===== src/hdl/glq_pkg.sv =====
// Shared types and constants for the glyph quad layout block.
`timescale 1ns / 1ps

package glq_pkg;

	localparam int GLYPH_COUNT = 256;
	localparam int GLYPH_AW    = $clog2(GLYPH_COUNT);

	localparam int DIVIDEND_W  = 16;
	localparam int DIVISOR_W   = 13;
	localparam int REMAINDER_W = 12;
	localparam int DIV_CNT_W   = $clog2(DIVIDEND_W);

	localparam logic [7:0]  NEWLINE_CODE = 8'd10;
	localparam logic [12:0] AW_MIN       = 13'd1;
	localparam logic [12:0] AW_MAX       = 13'd4096;

	typedef enum logic [2:0] {
		REG_ATLAS_WIDTH  = 3'd0,
		REG_ATLAS_HEIGHT = 3'd1,
		REG_CELL_WIDTH   = 3'd2,
		REG_CELL_HEIGHT  = 3'd3,
		REG_FIRST_CODE   = 3'd4,
		REG_ORIGIN_X     = 3'd5,
		REG_ORIGIN_Y     = 3'd6
	} cfg_reg_t;

	typedef enum logic {
		ACT_LOAD_WIDTH = 1'b0,
		ACT_CHARACTER  = 1'b1
	} action_t;

	typedef struct packed {
		logic       action;
		logic [7:0] char_code;
		logic [7:0] glyph_width;
		logic       string_start;
	} in_word_t;

	typedef struct packed {
		logic               quad_valid;
		logic signed [15:0] screen_x0;
		logic signed [15:0] screen_y0;
		logic signed [15:0] screen_x1;
		logic signed [15:0] screen_y1;
		logic [11:0]        atlas_u0;
		logic [23:0]        atlas_v0;
		logic [12:0]        atlas_u1;
		logic [23:0]        atlas_v1;
		logic [15:0]        pen_offset;
	} out_word_t;

	typedef struct packed {
		logic busy;
		logic done;
	} div_stat_t;

endpackage


===== src/hdl/glyph_quad_layout_unit.sv =====
// Top level of the glyph quad layout block: width table, pen state and quad build.
`timescale 1ns / 1ps
// Flow: a character word walks the load, divide, scale and done states before its quad
// is registered at the output; a newline goes from idle straight to done. A width-table
// write gives no output. A new word is taken only once the last one has left the done
// state, so the 16-step bit-serial divider sets the character rate; a held output stalls it.
// Reset: pen, line offset, control and registers return to defaults; the width table
// is not cleared and holds unknown values until written.

module glyph_quad_layout_unit (
	input  logic               clk,
	input  logic               arst_n,
	input  logic               in_valid,
	output logic               in_ready,
	input  glq_pkg::in_word_t  in_word,
	output logic               out_valid,
	input  logic               out_ready,
	output glq_pkg::out_word_t out_word,
	input  logic               cfg_we,
	input  logic [2:0]         cfg_index,
	input  logic [15:0]        cfg_data
);
	import glq_pkg::*;

	// Sequencer states. A character walks IDLE, LOAD, DIV, SCALE, DONE; a newline
	// jumps straight from IDLE to DONE since it needs no atlas lookup.
	typedef enum logic [2:0] {
		S_IDLE,
		S_LOAD,
		S_DIV,
		S_SCALE,
		S_DONE
	} state_t;

	state_t state_q;

	// Configuration registers. The atlas height only feeds normalization in the
	// original software, so a write to it is accepted and dropped.
	logic [12:0]        atlas_w_q;
	logic [7:0]         cell_w_q;
	logic [7:0]         cell_h_q;
	logic [7:0]         first_code_q;
	logic signed [15:0] origin_x_q;
	logic signed [15:0] origin_y_q;

	// Layout state.
	logic [15:0] pen_q;
	logic [15:0] line_q;

	// Item held for the duration of its work.
	in_word_t    item_q;
	logic [15:0] t_q;
	logic [7:0]  wrd_q;
	logic        wrd_ok_q;
	logic [23:0] v0_q;

	out_word_t out_q;
	logic      out_valid_q;

	logic [7:0] width_mem [GLYPH_COUNT];

	logic        accept;
	logic        in_range;
	logic [7:0]  cell_idx;
	logic [12:0] aw_clamped;
	logic [15:0] div_q;
	logic [11:0] div_r;
	div_stat_t   div_stat;
	logic        out_free;

	logic [15:0]        pen_eff;
	logic [15:0]        line_eff;
	logic [7:0]         w_eff;
	logic signed [17:0] x0_full;
	logic signed [17:0] y0_full;
	logic signed [17:0] x1_full;
	logic signed [17:0] y1_full;
	logic [16:0]        pen_sum;
	logic [16:0]        line_sum;
	logic [15:0]        pen_next;
	logic [15:0]        line_next;

	function automatic logic signed [15:0] sat_s16(input logic signed [17:0] v);
		if (v > 18'sd32767) begin
			return 16'sh7FFF;
		end else if (v < -18'sd32768) begin
			return 16'sh8000;
		end
		return v[15:0];
	endfunction

	function automatic logic [15:0] sat_u16(input logic [16:0] v);
		return v[16] ? 16'hFFFF : v[15:0];
	endfunction

	assign in_ready = (state_q == S_IDLE);
	assign accept   = in_valid && in_ready;
	assign in_range = (int'(in_word.char_code) < GLYPH_COUNT);
	assign cell_idx = in_word.char_code - first_code_q;
	assign out_free = !out_valid_q || out_ready;

	// A zero atlas width is treated as one; the register cannot exceed 8191, so
	// anything above 4096 is pulled down to 4096.
	always_comb begin
		aw_clamped = atlas_w_q;
		if (atlas_w_q < AW_MIN) begin
			aw_clamped = AW_MIN;
		end else if (atlas_w_q > AW_MAX) begin
			aw_clamped = AW_MAX;
		end
	end

	always_ff @(posedge clk or negedge arst_n) begin
		if (!arst_n) begin
			atlas_w_q    <= 13'd256;
			cell_w_q     <= 8'd8;
			cell_h_q     <= 8'd16;
			first_code_q <= 8'd32;
			origin_x_q   <= '0;
			origin_y_q   <= '0;
		end else if (cfg_we) begin
			case (cfg_index)
				REG_ATLAS_WIDTH:  atlas_w_q    <= cfg_data[12:0];
				REG_ATLAS_HEIGHT: ;
				REG_CELL_WIDTH:   cell_w_q     <= cfg_data[7:0];
				REG_CELL_HEIGHT:  cell_h_q     <= cfg_data[7:0];
				REG_FIRST_CODE:   first_code_q <= cfg_data[7:0];
				REG_ORIGIN_X:     origin_x_q   <= cfg_data;
				REG_ORIGIN_Y:     origin_y_q   <= cfg_data;
				default: ;
			endcase
		end
	end

	// Width table: one write or one registered read per accepted word.
	always_ff @(posedge clk) begin
		if (accept) begin
			if (in_word.action == ACT_LOAD_WIDTH) begin
				if (in_range) begin
					width_mem[in_word.char_code[GLYPH_AW-1:0]] <= in_word.glyph_width;
				end
			end else begin
				wrd_q <= width_mem[in_word.char_code[GLYPH_AW-1:0]];
			end
		end
	end

	// Atlas index and the item itself are captured on acceptance.
	always_ff @(posedge clk) begin
		if (accept) begin
			item_q   <= in_word;
			wrd_ok_q <= in_range;
			t_q      <= {8'b0, cell_w_q} * {8'b0, cell_idx};
		end
		if (state_q == S_SCALE) begin
			v0_q <= {8'b0, div_q} * {16'b0, cell_h_q};
		end
	end

	glq_div u_div (
		.clk       (clk),
		.arst_n    (arst_n),
		.start     (state_q == S_LOAD),
		.dividend  (t_q),
		.divisor   (aw_clamped),
		.quotient  (div_q),
		.remainder (div_r),
		.stat      (div_stat)
	);

	// Quad assembly. A string start zeroes the pen and line before this word.
	always_comb begin
		pen_eff   = item_q.string_start ? 16'd0 : pen_q;
		line_eff  = item_q.string_start ? 16'd0 : line_q;
		w_eff     = wrd_ok_q ? wrd_q : 8'd0;
		x0_full   = {{2{origin_x_q[15]}}, origin_x_q} + {2'b00, pen_eff};
		y0_full   = {{2{origin_y_q[15]}}, origin_y_q} + {2'b00, line_eff};
		x1_full   = x0_full + {10'b0, w_eff};
		y1_full   = y0_full + {10'b0, cell_h_q};
		pen_sum   = {1'b0, pen_eff} + {9'b0, w_eff};
		line_sum  = {1'b0, line_eff} + {9'b0, cell_h_q};
		pen_next  = sat_u16(pen_sum);
		line_next = sat_u16(line_sum);
	end

	always_ff @(posedge clk or negedge arst_n) begin
		if (!arst_n) begin
			state_q     <= S_IDLE;
			pen_q       <= '0;
			line_q      <= '0;
			out_valid_q <= 1'b0;
			out_q       <= '0;
		end else begin
			// In DONE the output register is either refilled or left holding.
			if (out_valid_q && out_ready && state_q != S_DONE) begin
				out_valid_q <= 1'b0;
			end
			case (state_q)
				S_IDLE: begin
					if (accept && in_word.action == ACT_CHARACTER) begin
						state_q <= (in_word.char_code == NEWLINE_CODE) ? S_DONE : S_LOAD;
					end
				end
				S_LOAD: begin
					state_q <= S_DIV;
				end
				S_DIV: begin
					if (div_stat.done) begin
						state_q <= S_SCALE;
					end
				end
				S_SCALE: begin
					state_q <= S_DONE;
				end
				S_DONE: begin
					if (out_free) begin
						out_valid_q <= 1'b1;
						state_q     <= S_IDLE;
						if (item_q.char_code == NEWLINE_CODE) begin
							// A newline returns the pen and moves down one cell.
							out_q  <= '0;
							pen_q  <= '0;
							line_q <= line_next;
						end else begin
							out_q.quad_valid <= 1'b1;
							out_q.screen_x0  <= sat_s16(x0_full);
							out_q.screen_y0  <= sat_s16(y0_full);
							out_q.screen_x1  <= sat_s16(x1_full);
							out_q.screen_y1  <= sat_s16(y1_full);
							out_q.atlas_u0   <= div_r;
							out_q.atlas_v0   <= v0_q;
							out_q.atlas_u1   <= {1'b0, div_r} + {5'b0, w_eff};
							out_q.atlas_v1   <= v0_q + {16'b0, cell_h_q};
							out_q.pen_offset <= pen_next;
							pen_q            <= pen_next;
							line_q           <= line_eff;
						end
					end
				end
				default: begin
					state_q <= S_IDLE;
				end
			endcase
		end
	end

	assign out_valid = out_valid_q;
	assign out_word  = out_q;

	// The divider only runs while a character is in flight.
	a_div_idle: assert property (@(posedge clk) disable iff (!arst_n)
		state_q == S_IDLE |-> !div_stat.busy)
		else $error("divider busy while the sequencer is idle");

	// A finished division leaves a remainder below the clamped atlas width.
	a_rem_range: assert property (@(posedge clk) disable iff (!arst_n)
		(state_q == S_DIV && div_stat.done) |-> ({1'b0, div_r} < aw_clamped))
		else $error("divider remainder not below the atlas width");

	// A width-table write never starts the sequencer.
	a_load_stays: assert property (@(posedge clk) disable iff (!arst_n)
		(accept && in_word.action == ACT_LOAD_WIDTH) |=> state_q == S_IDLE)
		else $error("width write left the idle state");

	// A newline word always reports a pen back at the line start.
	a_newline_pen: assert property (@(posedge clk) disable iff (!arst_n)
		(out_valid && !out_word.quad_valid) |-> out_word.pen_offset == 16'd0)
		else $error("newline word with a nonzero pen offset");

endmodule


===== src/hdl/glq_div.sv =====
// Bit-serial restoring divider: one quotient bit per clock.
`timescale 1ns / 1ps

module glq_div (
	input  logic                                clk,
	input  logic                                arst_n,
	input  logic                                start,
	input  logic [glq_pkg::DIVIDEND_W-1:0]      dividend,
	input  logic [glq_pkg::DIVISOR_W-1:0]       divisor,
	output logic [glq_pkg::DIVIDEND_W-1:0]      quotient,
	output logic [glq_pkg::REMAINDER_W-1:0]     remainder,
	output glq_pkg::div_stat_t                  stat
);
	import glq_pkg::*;

	logic [DIVIDEND_W-1:0]  num_q;
	logic [REMAINDER_W-1:0] rem_q;
	logic [DIVISOR_W-1:0]   dsr_q;
	logic [DIV_CNT_W-1:0]   cnt_q;
	logic                   busy_q;
	logic                   done_q;
	logic [REMAINDER_W:0]   shifted;
	logic [REMAINDER_W:0]   diff;
	logic                   fits;

	// The partial remainder stays below the divisor, which is at most 4096.
	assign shifted = {rem_q, num_q[DIVIDEND_W-1]};
	assign fits    = ({1'b0, shifted} >= {1'b0, dsr_q});
	assign diff    = shifted - dsr_q;

	always_ff @(posedge clk or negedge arst_n) begin
		if (!arst_n) begin
			busy_q <= 1'b0;
			done_q <= 1'b0;
			cnt_q  <= '0;
		end else if (start) begin
			busy_q <= 1'b1;
			done_q <= 1'b0;
			cnt_q  <= '0;
		end else if (busy_q) begin
			cnt_q <= cnt_q + 1'b1;
			if (cnt_q == DIV_CNT_W'(DIVIDEND_W - 1)) begin
				busy_q <= 1'b0;
				done_q <= 1'b1;
			end
		end
	end

	always_ff @(posedge clk) begin
		if (start) begin
			num_q <= dividend;
			rem_q <= '0;
			dsr_q <= divisor;
		end else if (busy_q) begin
			num_q <= {num_q[DIVIDEND_W-2:0], fits};
			rem_q <= fits ? diff[REMAINDER_W-1:0] : shifted[REMAINDER_W-1:0];
		end
	end

	assign quotient  = num_q;
	assign remainder = rem_q;
	assign stat.busy = busy_q;
	assign stat.done = done_q;

endmodule

===== config.mk =====
export PLATFORM = sky130hd
export DESIGN_NAME = glyph_quad_layout_unit
export DESIGN_NICKNAME = d
export VERILOG_FILES = /design/src/hdl/glq_pkg.sv /design/src/hdl/glyph_quad_layout_unit.sv /design/src/hdl/glq_div.sv
export SDC_FILE = /design/constraint.sdc
export NUM_CORES = 2
export LEC_CHECK = 0
export ABC_AREA = 1
export BUFFER_PORTS_ARGS = -buffer_cell sky130_fd_sc_hd__clkbuf_2
export CORE_UTILIZATION = 30
export CTS_CLUSTER_SIZE = 14
export DETAILED_ROUTE_END_ITERATION = 8
export SYNTH_ARGS = -nofsm -noshare
export SYNTH_HDL_FRONTEND = slang
export SYNTH_SLANG_ARGS = --single-unit

===== constraint.sdc =====
create_clock -name clk -period 6.8 [get_ports clk]
set_input_delay 1.7 -clock clk [delete_from_list [all_inputs] [get_ports clk]]
set_output_delay 1.7 -clock clk [all_outputs]
set_load 0.05 [all_outputs]

==> results_dict.tcl <==
set metrics [dict create \
    cts_sinks 2395 \
    rr_endpoint "t_q[15]" \
    power.leakage_nw 41.6 \
    clk_pin_slew_worst_paths_ns 0.06 \
    track_usage 0.170 \
    utilization 0.345 \
    synth-seq-area-share 0.692 \
    timing.final.ws_setup_ns 0.519 \
    slew_headroom 0.166 \
    clk_latency_ns 0.93 \
    hold_class "register to register" \
    root_buffer "clkbuf_16" \
    maxSlewViolCount 0 \
    fin_setup_tns_ns 0 \
    wl_per_cell_um 23.2 \
    num_vias 66900 \
    cts_resized 0 \
    drive_gt1_frac 0.100 \
    final_common_cell "edfxtp_1" \
    rows 213 \
    critPathMaxStageDelay_ns 0.50 \
    cts_max_path_buffers 4 \
    r2r-start "first_code_q[2]" \
    worstSetupPathType "input port to register" \
    grt_busiest_layer "met2" \
    fmax_ghz 0.159 \
    drt_iter0_markers 7105 \
    grt_pass1_vias 65100 \
    finalCritPeriodShare 0.924 \
    cp.arrival_ns 6.87 \
    startpoint_type "input port" \
    grt_max_degree 170 \
    rsz0062_at_grt "false" \
    status "complete, no violations" \
    cts_buffers 235 \
    nets 8545 \
    antenna_found_initial 17 \
    use_met3 0.0304 \
    postLayoutCellArea_um2 116000 \
    die_x_um 585 \
    synth-main-ff-cell "edfxtp_1" \
    synthTopCellsByArea "edfxtp_1 63%, a22oi_1 7.6%, dfrtp_1 6.0%, nand2_1 5.0%, fa_1 2.5%" \
    ant_nets 0 \
    holdBufCountCts 0 \
    largest_register_ffs 2048 \
    wirelength_um 299000 \
    globalRouteMet2Util 0.268 \
    drc_errors 0 \
    cpLargestDelayFamily "adder cells" \
    initial_core_util 0.302 \
    hold_viol 0 \
    yosysUniqueCellTypes 62 \
    cp.required_ns 7.39 \
    synth_edf_count 2134 \
    synth_largest_area_cell "edfxtp_1" \
    ys_ff_latch 2395 \
    maxCapViolCount 0 \
    layout_common_cells "2134 x edfxtp_1, 1362 x nand2_1, 1037 x a22oi_1" \
    reg2reg_depth 32 \
    hpwl_um 194000 \
    crit_path_end_kind "register" \
    slowest_stage "fa_1" \
    grt_util_met1 0.236 \
    h-tree-depth 4 \
    critPathLaunch "in_word[11]" \
    min_path_cells 1 \
    place.gp.congestion 0.873 \
    yosysWarningCount 0 \
    firstDrtPassIters 6 \
    post_cts_buffers 0 \
    area_growth_pct 14.3 \
    overflow 0 \
    grt_pass1_wl_um 438000 \
    die_h_um 585 \
    worstPathMaxFanout 3 \
    power.density_nw_per_um2 360 \
    cp_num_buf_inv 7 \
    core_um2 337000 \
    fill_cells 32700 \
    finClkSkew_ns 0.100 \
    syn_area_per_cell_um2 12.8 \
    syn_inst 7952 \
    synth_top_area_frac 0.629 \
    synthArstFlopShare 0.104 \
    synth_area_um2 102000 \
    io_buffers 197 \
    r2r_slack_ns 1.10 \
    die_area_um2 342000 \
    path_depth 32 \
    worst_slew_pin_slew_ns 1.25 \
    period_needed_ns 6.28 \
    placed_area_um2 109000 \
    preCtsSetupSlack_ns -0.380 \
    finalSetupViolCount 0 \
    crit_end "t_q[15]" \
    ir_drop_mv 0.341 \
    pin_count 198 \
    syn-num-nets 8277 \
    cts_tree "built" \
    vias_per_cell 5.18 \
    hold_path_startpoint "v0_q[22]" \
]
-- per-stage QoR --
step,hold WS (ns),cells,total power (W)
floorplan,0.432,7952,0.0260
global placement,0.455,12500,0.0297
detailed placement,0.468,12500,0.0298
CTS,0.474,12900,0.0421
global route,0.499,12900,0.0440
finish,0.474,12900,0.0419
-- area by class of cell --
type / instances / area, um^2 / share of cell area
antenna: 1 / 2.50 / 0.0000215
timing repair buffer: 441 / 3350 / 0.0287
tap: 4515 / 5650 / 0.0485
sequential: 2395 / 70600 / 0.606
clock buffer: 302 / 6200 / 0.0533
inverter: 579 / 2200 / 0.0189
multi-input combinational: 4568 / 27700 / 0.237
clock inverter: 108 / 868 / 0.00745
-- Yosys cell counts, types with 9 or more instances --
cell type and count:
a2111oi_0 19, a21boi_0 63, a21oi_1 412, a22o_1 17
a22oi_1 1037, buf_1 40, clkbuf_1 357, dfrtp_1 245
dfxtp_1 12, edfxtp_1 2134, fa_1 126, ha_1 157
inv_1 561, inv_2 9, nand2_1 1364, nand2_2 25
nand3_1 154, nand3_2 12, nand4_1 63, nor2_1 505
nor2_2 14, nor3_1 35, nor4_1 49, o21ai_0 243
o221ai_1 19, o22ai_1 34, o31ai_1 22, o41ai_1 13
or2_2 10, xnor2_1 30, xor2_1 72
-- worst min-delay path by stage --
stage                    end
6_report        out_word[38]
5_1_grt         out_word[38]
4_1_cts         out_word[38]
3_5_place_dp   out_word[111]
3_3_place_gp    out_word[38]
2_1_floorplan   out_word[38]
-- report_power, final --
part / internal, W / switching (W) / total [W]
clock: 0.00681 / 0.00552 / 0.0123
combinational: 0.00382 / 0.00776 / 0.0116
sequential: 0.0171 / 0.000850 / 0.0180
-- kinds of logic after synthesis --
kind of cell / synth area share
AO/OA/AOI/OAI: 0.126
AND/OR/NAND/NOR: 0.0912
buffers and inverters: 0.0373
flip-flops: 0.692
XOR/XNOR: 0.00876
adder cells (fa/ha/maj): 0.0440
-- routing by layer --
| metal | share of wire | wire length [um] |
|---|---|---|
| met1 | 0.43 | 127000 |
| met5 | 0.00015 | 46 |
| met2 | 0.45 | 136000 |
| met4 | 0.034 | 10300 |
| met3 | 0.087 | 25900 |
Power figures use the tool's default switching activity.
